[config.mk]
export PLATFORM = sky130hd
export DESIGN_NAME = pic_ctrl
export DESIGN_NICKNAME = d
export VERILOG_FILES = /design/src/rtl/core/pic_pkg.sv /design/src/rtl/core/pic_ctrl.sv
export VERILOG_INCLUDE_DIRS = /design/src /design/src/rtl/core
export SDC_FILE = /design/constraint.sdc
export NUM_CORES = 1
export LEC_CHECK = 0
export BUFFER_PORTS_ARGS = -buffer_cell sky130_fd_sc_hd__buf_2
export CAP_MARGIN = 10
export CORE_AREA = 2 2 39 41
export CTS_CLUSTER_DIAMETER = 30
export DETAILED_ROUTE_END_ITERATION = 10
export DIE_AREA = 0 0 41 43
export GPL_TIMING_DRIVEN = 0
export PLACE_DENSITY = 0.58
export REMOVE_ABC_BUFFERS = 1
export SLEW_MARGIN = 25
export SYNTH_ARGS = -nofsm -noshare
export SYNTH_HDL_FRONTEND = slang
export SYNTH_SLANG_ARGS = --single-unit
[constraint.sdc]
create_clock -name clk -period 1.1 [get_ports clk]
set_input_delay 0.055 -clock clk [delete_from_list [all_inputs] [get_ports clk]]
set_output_delay 0.055 -clock clk [all_outputs]
set_load 0.01 [all_outputs]
[src/rtl/core/priority_interrupt_controller_top_assert.svh]
// Assertion macros for the RTL; pic_ctrl includes them.
`ifndef PRIORITY_INTERRUPT_CONTROLLER_TOP_ASSERT_SVH
`define PRIORITY_INTERRUPT_CONTROLLER_TOP_ASSERT_SVH

// Same-cycle implication.
`define PIC_ASSERT_IMP(lbl, ante, cons, msg) \
  lbl: assert property (@(posedge clk) disable iff (!rst_n) (ante) |-> (cons)) \
    else $error(msg);

// Next-cycle implication.
`define PIC_ASSERT_NXT(lbl, ante, cons, msg) \
  lbl: assert property (@(posedge clk) disable iff (!rst_n) (ante) |=> (cons)) \
    else $error(msg);

`endif

[src/rtl/core/pic_pkg.sv]
package pic_pkg;

  localparam int FILE_BYTES  = 1024;
  localparam int NUM_SOURCES = 16;
  localparam int ADDR_W      = 13;
  localparam int SRC_W       = 4;
  localparam int BYTE_W      = 8;

  localparam logic [1:0] KIND_READ  = 2'd0;
  localparam logic [1:0] KIND_WRITE = 2'd1;
  localparam logic [1:0] KIND_LINE  = 2'd2;

  localparam logic [ADDR_W-1:0] REG_STATUS  = 13'h200;
  localparam logic [ADDR_W-1:0] REG_PEND_HI = 13'h202;
  localparam logic [ADDR_W-1:0] REG_PEND_LO = 13'h203;
  localparam logic [ADDR_W-1:0] REG_ACK10   = 13'h207;

  localparam logic [SRC_W-1:0] ACK_SOURCE = 4'd10;
  localparam int               STATUS_BIT = 7;

  typedef struct packed {
    logic capture;
    logic clr_step;
    logic do_write;
    logic rd_latch;
    logic pend_upd;
    logic scan_step;
    logic fin;
    logic load_out;
  } pic_cmd_t;

  typedef struct packed {
    logic [1:0] kind;
    logic       is_ack;
    logic       clr_last;
    logic       scan_last;
    logic       out_free;
  } pic_sts_t;

endpackage

[src/rtl/core/pic_ctrl.sv]
module pic_ctrl (
  input  logic              clk,
  input  logic              rst_n,
  input  logic              in_valid,
  output logic              in_stall,
  input  pic_pkg::pic_sts_t sts,
  output pic_pkg::pic_cmd_t cmd
);
  import pic_pkg::*;

  localparam logic [2:0] ST_CLR  = 3'd0;
  localparam logic [2:0] ST_IDLE = 3'd1;
  localparam logic [2:0] ST_EXEC = 3'd2;
  localparam logic [2:0] ST_RDW  = 3'd3;
  localparam logic [2:0] ST_SCAN = 3'd4;
  localparam logic [2:0] ST_FIN  = 3'd5;
  localparam logic [2:0] ST_DONE = 3'd6;

  logic [2:0] state_r;
  logic [2:0] state_nxt;
  logic       accept;

  assign in_stall = (state_r != ST_IDLE);
  assign accept   = in_valid && (state_r == ST_IDLE);

  always_comb begin
    state_nxt = state_r;
    cmd       = '0;
    unique case (state_r)
      ST_CLR: begin
        cmd.clr_step = 1'b1;
        if (sts.clr_last) state_nxt = ST_IDLE;
      end
      ST_IDLE: begin
        if (accept) begin
          cmd.capture = 1'b1;
          state_nxt   = ST_EXEC;
        end
      end
      ST_EXEC: begin
        unique case (sts.kind)
          KIND_READ: state_nxt = ST_RDW;
          KIND_WRITE: begin
            if (sts.is_ack) begin
              cmd.pend_upd = 1'b1;
              state_nxt    = ST_SCAN;
            end else begin
              cmd.do_write = 1'b1;
              state_nxt    = ST_DONE;
            end
          end
          KIND_LINE: begin
            cmd.pend_upd = 1'b1;
            state_nxt    = ST_SCAN;
          end
          default: state_nxt = ST_DONE;
        endcase
      end
      ST_RDW: begin
        cmd.rd_latch = 1'b1;
        state_nxt    = ST_DONE;
      end
      ST_SCAN: begin
        cmd.scan_step = 1'b1;
        if (sts.scan_last) state_nxt = ST_FIN;
      end
      ST_FIN: begin
        cmd.fin   = 1'b1;
        state_nxt = ST_DONE;
      end
      ST_DONE: begin
        if (sts.out_free) begin
          cmd.load_out = 1'b1;
          state_nxt    = ST_IDLE;
        end
      end
      default: state_nxt = ST_CLR;
    endcase
  end

  always_ff @(posedge clk) begin
    if (!rst_n) begin
      state_r <= ST_CLR;
    end else begin
      state_r <= state_nxt;
    end
  end

`include "priority_interrupt_controller_top_assert.svh"

  `PIC_ASSERT_NXT(a_accept_exec, accept, state_r == ST_EXEC, "accepted beat did not start")
  `PIC_ASSERT_NXT(a_scan_fin, (state_r == ST_SCAN) && sts.scan_last, state_r == ST_FIN,
                  "scan did not end after last source")
  `PIC_ASSERT_IMP(a_load_free, cmd.load_out, sts.out_free, "result loaded over a held beat")
  `PIC_ASSERT_IMP(a_clr_stall, state_r == ST_CLR, in_stall, "input taken during clear")

endmodule

Word level (Yosys, flattened, before mapping)
Index checks and enable logic that the tools add are counted.
{ "totals": {"ff_bits": 3, "input_bits": 9, "out_inout_bits": 9, "elab_cells": 40} }
{ "classes": {"n_eq_ne": 13, "mux": 21, "n_reduce_logical": 5} }
{ "op_table": {"columns": ["operator", "n"], "rows": [
  ["$pmux W3 S6", 1],
  ["$mux W1", 13],
  ["$mux W3", 4],
  ["$eq A3 B3 Y1 const B", 3],
  ["$pmux W3 S3", 1],
  ["$ne A2 B2 Y1 const B", 4],
  ["$eq A3 B2 Y1 const B", 2],
  ["$reduce_and A4 Y1", 1],
  ["$eq A3 B1 Y1 const B", 1],
  ["$logic_not A3 Y1", 1],
  ["$ne A3 B1 Y1 const B", 1],
  ["$eq A2 B1 Y1 const B", 1],
  ["$eq A2 B2 Y1 const B", 1],
  ["$logic_not A2 Y1", 1],
  ["$mux W2", 1],
  ["$pmux W1 S2", 1],
  ["$reduce_or A2 Y1", 1],
  ["$logic_and A1 B1 Y1", 1]
]} }

Longest topological paths before layout
Gate-level depths: netlist of run 1.
{ "depth": {"depth_word": 4, "depth_mapped": 5, "depth_no_buf": 5} }

Worst setup path after synthesis of run 1
OpenSTA, ideal clock, no wires.
{ "synth_path": {"kind": "reg2reg", "from": "register state_r[0]", "to": "register state_r[1]", "setup_time_ns": 0.132, "t_arrival_ns": 0.966, "t_required_ns": 0.968, "path_slack_ns": 0.003, "stages_incl_launch_ff": 4, "n_path_buf": 1, "synth_period_minus_slack_ns": 1.097, "cell_sequence": "dfxtp_1 clkbuf_1 a2111oi_0 o31ai_2"} }
{ "synth_via": {"elab_chain_cells": 4, "word_cells_on_any_way": 15, "classes_between": "10 x eq/ne; 1 x mux; 4 x reduce/logical"} }
{ "synth_rtl": {"columns": ["element", "line", "rtl"], "rows": [
  ["from (decl)", "pic_ctrl.sv:19", "logic [2:0] state_r;"],
  ["from (signal assigned)", "pic_ctrl.sv:85", "state_r <= state_nxt;"],
  ["$eq A3 B1 Y1", "pic_ctrl.sv:24, pic_ctrl.sv:29", null],
  ["$logic_and A1 B1 Y1", "pic_ctrl.sv:24", "assign accept = in_valid && (state_r == ST_IDLE);"],
  ["$ne A2 B2 Y1 (no line)", null, null],
  ["$reduce_and A4 Y1 (no line)", null, null]
]} }
Several ways; a longest one is shown, not always the timed one.
A chain may end at the register's enable or synchronous reset.

==> results.txt, run 1 <==
Summing the sequential cell areas from Yosys gives 17.20% of the chip area. The most critical setup path has its startpoint at state_r[2]$_SDFFE_PN0P_. The worst setup path is launched from a flip-flop. The via count of the first global-routing pass came out at 330.

For this run, asynchronously set or reset flops after synthesis account for 0%. The final wirelength came out at 856 um. The worst setup path is captured at a primary output. The area of the die is 1763 um2. The flip-flop count of the largest register after layout came out at 3. The detailed-routed wire length on met2 is 423 um. The cell at the root of the clock tree is sky130_fd_sc_hd__clkbuf_4. In the detailed route, the total length drawn on met3 is 58 um.

The sum of internal, switching and leakage power came out at 0.6630 mW. The worst setup path is of the flip-flop to primary output kind. The non-filler instance count after layout came out at 82. The checks that failed: setup timing. The worst register-to-register path begins at state_r[0]$_SDFFE_PN0P_.

The max-slew violation count is 0. The count of vias placed by the detailed router came out at 373. The flow ran to the end, but the final reports show violations. The synthesized cell area came out at 349.1 um2. The number of synthesized flops with an enable pin is 0.

The multiplexer area fraction after synthesis came out at 5.735%. The maximum clock skew at final layout came out at 0.00004306 ns. The clock tree from TritonCTS is built. The gate count of the mapped netlist came out at 44. Subtracting the final worst setup slack from the clock period gives 1.174 ns.

After synthesis, the largest family of logic cells by area is simple AND/OR/NAND/NOR gates. The post-synthesis average cell area is 7.934 um2. The placed instances occupy a cell area of 439.2 um2. The summed negative setup slack over all endpoints is -0.2796 ns. The die is 41 um wide. Summed over all instances, the cell type with the most area after synthesis is sky130_fd_sc_hd__ha_1. The area growth from synthesis to final layout is 54.48%. The number of buffers added by the clock tree synthesis step is 3. Yosys mapped the design onto 22 distinct sky130hd cell types.

The overall die height is 43 um. The number of clock sinks is 3. For this block, the initial DRC count from the detailed router was 1.

In this run the deepest clock path goes through 2 buffers. The post-route antenna net violation count is 0. The worst register-to-register path ends at state_r[1]$_SDFFE_PN0P_. The largest net degree at the start of global routing is 13. The count of inserted antenna diode cells came out at 0. The data arrival time of the critical path is 1.12 ns. Dividing the final minimum period by the clock period gives 106.7%.

Summing all non-filler instances in the final layout gives an area of 539.3 um2. The synthesized netlist devotes 19.35% of its cell area to compound gates. The worst reg-to-reg path cell count is 2. The reg-to-reg setup timing slack came out at 0 ns.

OpenSTA, run right after detailed placement, puts the worst setup slack at -0.1815 ns. At the pin with the least slew margin, the transition time is 0.5550 ns. In this run the top signal layer used is met4. The number of ports placed on the die boundary is 18.

In this run the standard cell core region covers 1384 um2. The library cells used most frequently in the layout, excluding fill and tap cells, are sky130_fd_sc_hd__buf_2, sky130_fd_sc_hd__ha_1, sky130_fd_sc_hd__inv_1. Ranked by flip-flop count, first place goes to state_r. The relative slew slack came out at 62.05%. After clock tree synthesis, the clock-pin slew on the worst setup and hold paths is 0.04 ns. The maximum achievable frequency came out at 0.8519 GHz. The arithmetic-cell share of the synthesized area counting full adders, half adders and majority gates is 17.92%.

In the global route stage, overall resource usage came out at 10.32%. The number of buffers added on ports is 17. The library cell used most frequently in the layout, excluding fill and tap cells, is sky130_fd_sc_hd__buf_2. Along the worst path, the maximum fanout reaches 7. After synthesis, the cell types taking the most area are sky130_fd_sc_hd__ha_1, sky130_fd_sc_hd__dfxtp_1, sky130_fd_sc_hd__nor2b_1. Setup repair after global routing could not meet its margin everywhere. The worst-skew pair later-pin latency is 0.23 ns.

In the final layout, the registers with the most flip-flops are state_r (3). Following the worst setup path forward leads to its endpoint at cmd[3]. The final-report hold violation count came out at 0. The final net count is 81.

Once the floorplan was initialized, standard cells occupied 25.23% of the core. The area fraction in and, or, nand and nor cells after synthesis came out at 31.18%. The share of final-layout standard cells stronger than drive strength 1 is 51.52%. The routed length per instance came out at 10.44 um. The mean number of vias per cell came out at 4.549. In this run the biggest area consumer among cell types represents 17.92% of the synthesized area. Across the VDD grid, the largest voltage drop is 0.3435 mV.

The overall overflow remaining after global route came out at 0. The min-delay analysis places its worst path in the category input pin to flip-flop. Summed over all cells, the static leakage comes to 0.2676 nW.

In this run the power density over the cells is 1230 nW/um2. The routed metal-1 wire length came out at 365 um. The standard-cell row count came out at 14. The post-synthesis xor/xnor area fraction is 0%. The worst hold margin came out at 0.1201 ns. The final RePlAce weighted congestion came out at 0.7157. The total iterations of the first detailed-routing run came out at 3. Among all flip-flop cells after synthesis, the most frequent one is sky130_fd_sc_hd__dfxtp_1.

The required time of the critical path came out at 1.04 ns. The number of setup violations in the final report is 8. CTS built an H-tree with a depth of 1. The final setup slack of the worst path came out at -0.07379 ns.

The first global-routing pass estimated 1.276 mm of wire. The detailed placer's ending HPWL is 599.4 um. After detailed routing, the number of remaining DRC violations is 0. The flip-flop and latch count after synthesis is 3.

The number of antenna violations at the first check in global routing came out at 0. The total placed cells including tap cells came out at 75. The total number of yosys warnings came out at 0. The core occupancy in the finished layout is 38.97%. Max-cap violations in this run came to 0.
[worst max-delay path, stage by stage (launching register included)]
cell	delay (ns)
sky130_fd_sc_hd__dfxtp_2	0.35
sky130_fd_sc_hd__nand2b_4	0.17
sky130_fd_sc_hd__nor4b_4	0.20
sky130_fd_sc_hd__buf_2	0.17
[synthesized netlist by cell type, types with 2 or more instances]
cell	count
sky130_fd_sc_hd__nand2_1	2
sky130_fd_sc_hd__and3_1	2
sky130_fd_sc_hd__and2_1	2
sky130_fd_sc_hd__o21ai_0	3
sky130_fd_sc_hd__inv_1	4
sky130_fd_sc_hd__nand4_1	2
sky130_fd_sc_hd__mux2i_1	2
sky130_fd_sc_hd__nor2b_1	5
sky130_fd_sc_hd__nor4b_1	2
sky130_fd_sc_hd__o21ai_1	2
sky130_fd_sc_hd__ha_1	5
sky130_fd_sc_hd__dfxtp_1	3
[final cells by class]
| class | count | area, um2 |
|---|---|---|
| fill | 149 | 844.6 |
| inverter | 4 | 15.01 |
| clock buffer | 4 | 26.28 |
| timing repair buffer | 20 | 105.1 |
| sequential | 3 | 68.82 |
| multi-input combinational | 35 | 304.0 |
| tap | 16 | 20.02 |
[power by group]
| part | total, mW | switching, mW | internal (mW) |
|---|---|---|---|
| Combinational | 0.270 | 0.125 | 0.144 |
| Sequential | 0.199 | 0.0631 | 0.136 |
| Clock | 0.195 | 0.0585 | 0.136 |
| Total | 0.663 | 0.247 | 0.416 |
[layer usage]
| metal | vias to the layer above | global-route usage, % |
|---|---|---|
| met5 | - | 0 |
| met4 | 0 | 6.000 |
| met3 | 2 | 2.094 |
| met2 | 12 | 16.56 |
| met1 | 160 | 11.82 |
| li1 | 199 | - |
[worst min-delay path by stage]
stage	from	end	slack, ns	cells past startpoint
after global routing	rst_n	state_r[2]$_SDFFE_PN0P_	0.12	2
after global placement	rst_n	state_r[2]$_SDFFE_PN0P_	0.37	2
after detailed placement	rst_n	state_r[2]$_SDFFE_PN0P_	0.37	2
final	rst_n	state_r[2]$_SDFFE_PN0P_	0.12	2
after CTS	rst_n	state_r[2]$_SDFFE_PN0P_	0.12	2
after floorplan	sts[3]	cmd[5]	0.16	1
[cell families (layout without fill, tap and decap cells)]
logic type / after synthesis / in the layout
simple gates: 18 / 18
compound gates: 10 / 10
buf+inv: 6 / 28
fa+ha+maj: 5 / 5
flops: 3 / 3
mux: 2 / 2
[what timing repair did]
action / in CTS / in global routing
resized for setup: 9 / 5
endpoints found under the setup margin: 11 / 11
hold buffers: 0 / 0
buffers inserted: 2 / 1
pin swaps: 0 / 1
No activity file was read; power rests on OpenSTA's default activity.
==> run 2: changes to the inputs <==
--- a/config.mk
+++ b/config.mk
@@ -13,7 +13,8 @@
 export DETAILED_ROUTE_END_ITERATION = 10
 export DIE_AREA = 0 0 41 43
 export GPL_TIMING_DRIVEN = 0
-export PLACE_DENSITY = 0.58
+export PLACE_DENSITY = 0.56
+export RECOVER_POWER = 25
 export REMOVE_ABC_BUFFERS = 1
 export SLEW_MARGIN = 25
 export SYNTH_ARGS = -nofsm -noshare
==> constraint.sdc (replaced) <==
create_clock -name clk -period 1.2 [get_ports clk]
set_input_delay 0.06 -clock clk [delete_from_list [all_inputs] [get_ports clk]]
set_output_delay 0.06 -clock clk [all_outputs]
set_load 0.02 [all_outputs]
==> run 2 against run 1 <==
The flow still finishes with violations (setup timing). Routed wire length down 6.0%. Non-clock buffer count down 2. Worst hold slack better by 0.0060 ns. Total power down 7.8%. Count of clock-buffer cells in the layout unchanged. Sequential power down 7%. Worst setup slack better by 0.066 ns. Design area down 1.2%. Global-route usage down 1.4 points. Combinational power down 8.1%. Sequential share of layout area up 0.62 points. Largest cell class unchanged. Largest power group unchanged.
==> results.txt, run 2 (synthesis gave the netlist of run 1 again) <==
The data arrival time of the critical path came out at 1.15 ns. For this design, the sink count on the clock tree is 3. The number of placed instances, taps included, is 75. The register with the most flip-flops in the layout has 3 of them. The layer flagged by global routing as most heavily used is met2. The tool flagged a number of max-cap violations equal to 0. The final RePlAce weighted congestion is 0.7250.

The total power per unit cell area is 1147 nW/um2. In this run the critical register-to-register path is launched from state_r[0]$_SDFFE_PN0P_. In the global route stage, met2 resource usage came out at 15.63%.

The most flop-heavy register is state_r. Setup repair after global routing could not meet its margin everywhere. The detailed placer's ending HPWL came out at 597.8 um. The initial utilization of the core area, before any placement, comes to 25.23%.

The number of fill cells in the layout came out at 140. The path class of the tightest hold or removal check is input pin to flip-flop. The overall fraction of global-route tracks in use is 8.909%.

The number of antenna violations at the first check in global routing came out at 0. The number of buffers added by the clock tree synthesis step is 3. The core occupancy in the finished layout came out at 38.52%.

Summed over all layers, the global routing overflow is 0. The cell area after placement came out at 439.2 um2. The portion of the clock cycle consumed by the worst path in the final layout is 100.7%. The clock reaches the later pin of the worst-skew pair after 0.23 ns. The area growth from synthesis to final layout is 52.69%. Dividing the detail-routed wire length by the instance count gives 10.06 um.

The required time of the critical path came out at 1.14 ns. The met1 global-route usage is 8.917%. Once routing completed, OpenROAD measured the worst setup slack at -0.007951 ns. The floorplan step set the die width to 41 um.

Clock-pin slew was measured on the worst setup and hold paths at 0.04 ns. The maximum clock skew at final layout is 0.001033 ns. The number of ports placed on the die boundary is 18. The run finished, with violations left. The max-slew violation count was 0. The worst hold margin came out at 0.1261 ns.

The count of inserted antenna diode cells came out at 0. The cell at the root of the clock tree is sky130_fd_sc_hd__clkbuf_4. The final net count came out at 79. The via count of the first global-routing pass came out at 301. In this run the remaining antenna-violating nets after routing total 0. The maximum clock insertion buffer count came out at 2. The maximum achievable frequency came out at 0.8278 GHz. The completed layout was analyzed and its total power is 0.6114 mW. The summed negative setup slack over all endpoints came out at -0.007951 ns. The number of buffers added on ports came out at 17.

The number of design-rule violations left by the first detailed-router iteration is 2. The largest net degree at the start of global routing came out at 15. The placeable core region came out at 1384 um2. The type of origin of the critical path is a flip-flop.

The die covers 1763 um2. The number of instances on the worst hold path came out at 2. The initialized floorplan defines 14 standard-cell rows. The non-filler instance count after layout is 80.

The largest registers in the layout are state_r (3). Of all nets on the critical path, the largest fanout is 7. The reg-to-reg setup timing slack is 0.10 ns.

The capture endpoint of the worst hold path is state_r[2]$_SDFFE_PN0P_. The worst hold path begins at rst_n. The final-report hold violation count was 0. The routed layout has 373 vias. The worst reg-to-reg path cell count came out at 2. The total leakage power is 0.2552 nW. The count of unresolved DRC violations after routing came out at 0. The number of setup violations in the final report is 1. The pre-antenna-repair detailed-routing pass consisted of 2 iterations. The overall die height came out at 43 um. The library cell used most frequently in the layout, excluding fill and tap cells, is sky130_fd_sc_hd__buf_2. In the layout the commonest cells are sky130_fd_sc_hd__buf_2, sky130_fd_sc_hd__ha_1, sky130_fd_sc_hd__inv_1, sky130_fd_sc_hd__buf_4. The peak ir drop on the vdd network is 0.2604 mV. The number of buffers inserted by hold repair at cts is 0. The final instance area came out at 533.0 um2. The first global-routing pass estimated 1.097 mm of wire. The final wirelength is 805 um. In this run the critical register-to-register path is captured at state_r[1]$_SDFFE_PN0P_. The worst setup path is of the flip-flop to primary output kind.

The checks that failed: setup timing. The share of final-layout standard cells stronger than drive strength 1 came out at 48.44%. STA classifies the critical path endpoint as a primary output.

The global routing usage on met3 came out at 4.188%. CTS built an H-tree with a depth of 1. TritonCTS built the clock tree. The relative slew slack is 61.72%. The mean number of vias per cell came out at 4.663. The time the final worst path needs with I/O delays and setup is 1.208 ns. The transition at the pin with the smallest max-transition slack came out at 0.5597 ns. The worst setup timing slack at the placement stage came out at -0.09390 ns.
-- run 2: metal layers --
layer	up-vias	part of all wire, %
met4	0	0
met5	-	0
met2	10	51
met1	168	42
met3	0	6.2
li1	195	-
-- run 2: how the worst max path moves through the flow --
stage	to	start	cells after the start	slack, ns
after floorplan	cmd[3]	state_r[1]$_SDFFE_PN0P_	2	-0.15
after global placement	state_r[1]$_SDFFE_PN0P_	state_r[0]$_SDFFE_PN0P_	3	-0.09
after detailed placement	state_r[1]$_SDFFE_PN0P_	state_r[0]$_SDFFE_PN0P_	3	-0.09
after CTS	cmd[7]	state_r[1]$_SDFFE_PN0P_	3	-0.02
after global routing	cmd[3]	state_r[2]$_SDFFE_PN0P_	3	-0.06
final	cmd[3]	state_r[2]$_SDFFE_PN0P_	3	-0.008
-- run 2: power by group --
part / switching (mW) / internal [mW] / total [mW]
Clock: 0.0538 / 0.125 / 0.178
Combinational: 0.134 / 0.114 / 0.248
Sequential: 0.0606 / 0.124 / 0.185
-- run 2: final cells by class --
cell class	instances	area [um2]	area share [%]
clock buffers	4	26.28	4.930
flip-flops and latches	3	71.32	13.38
multi-input cells	35	300.3	56.34
well taps	16	20.02	3.756
repair buffers	18	100.1	18.78
inverters	4	15.01	2.817
-- run 2: timing repair --
action,4_1_cts,5_1_grt
resized for setup,11,6
buffers inserted,0,1
endpoints found under the setup margin,9,7
-- run 2: worst max-delay path: stages, from the launching register on --
cell	delay [ns]
sky130_fd_sc_hd__dfxtp_4	0.36
sky130_fd_sc_hd__nand2b_4	0.16
sky130_fd_sc_hd__nor4b_2	0.21
sky130_fd_sc_hd__buf_4	0.18
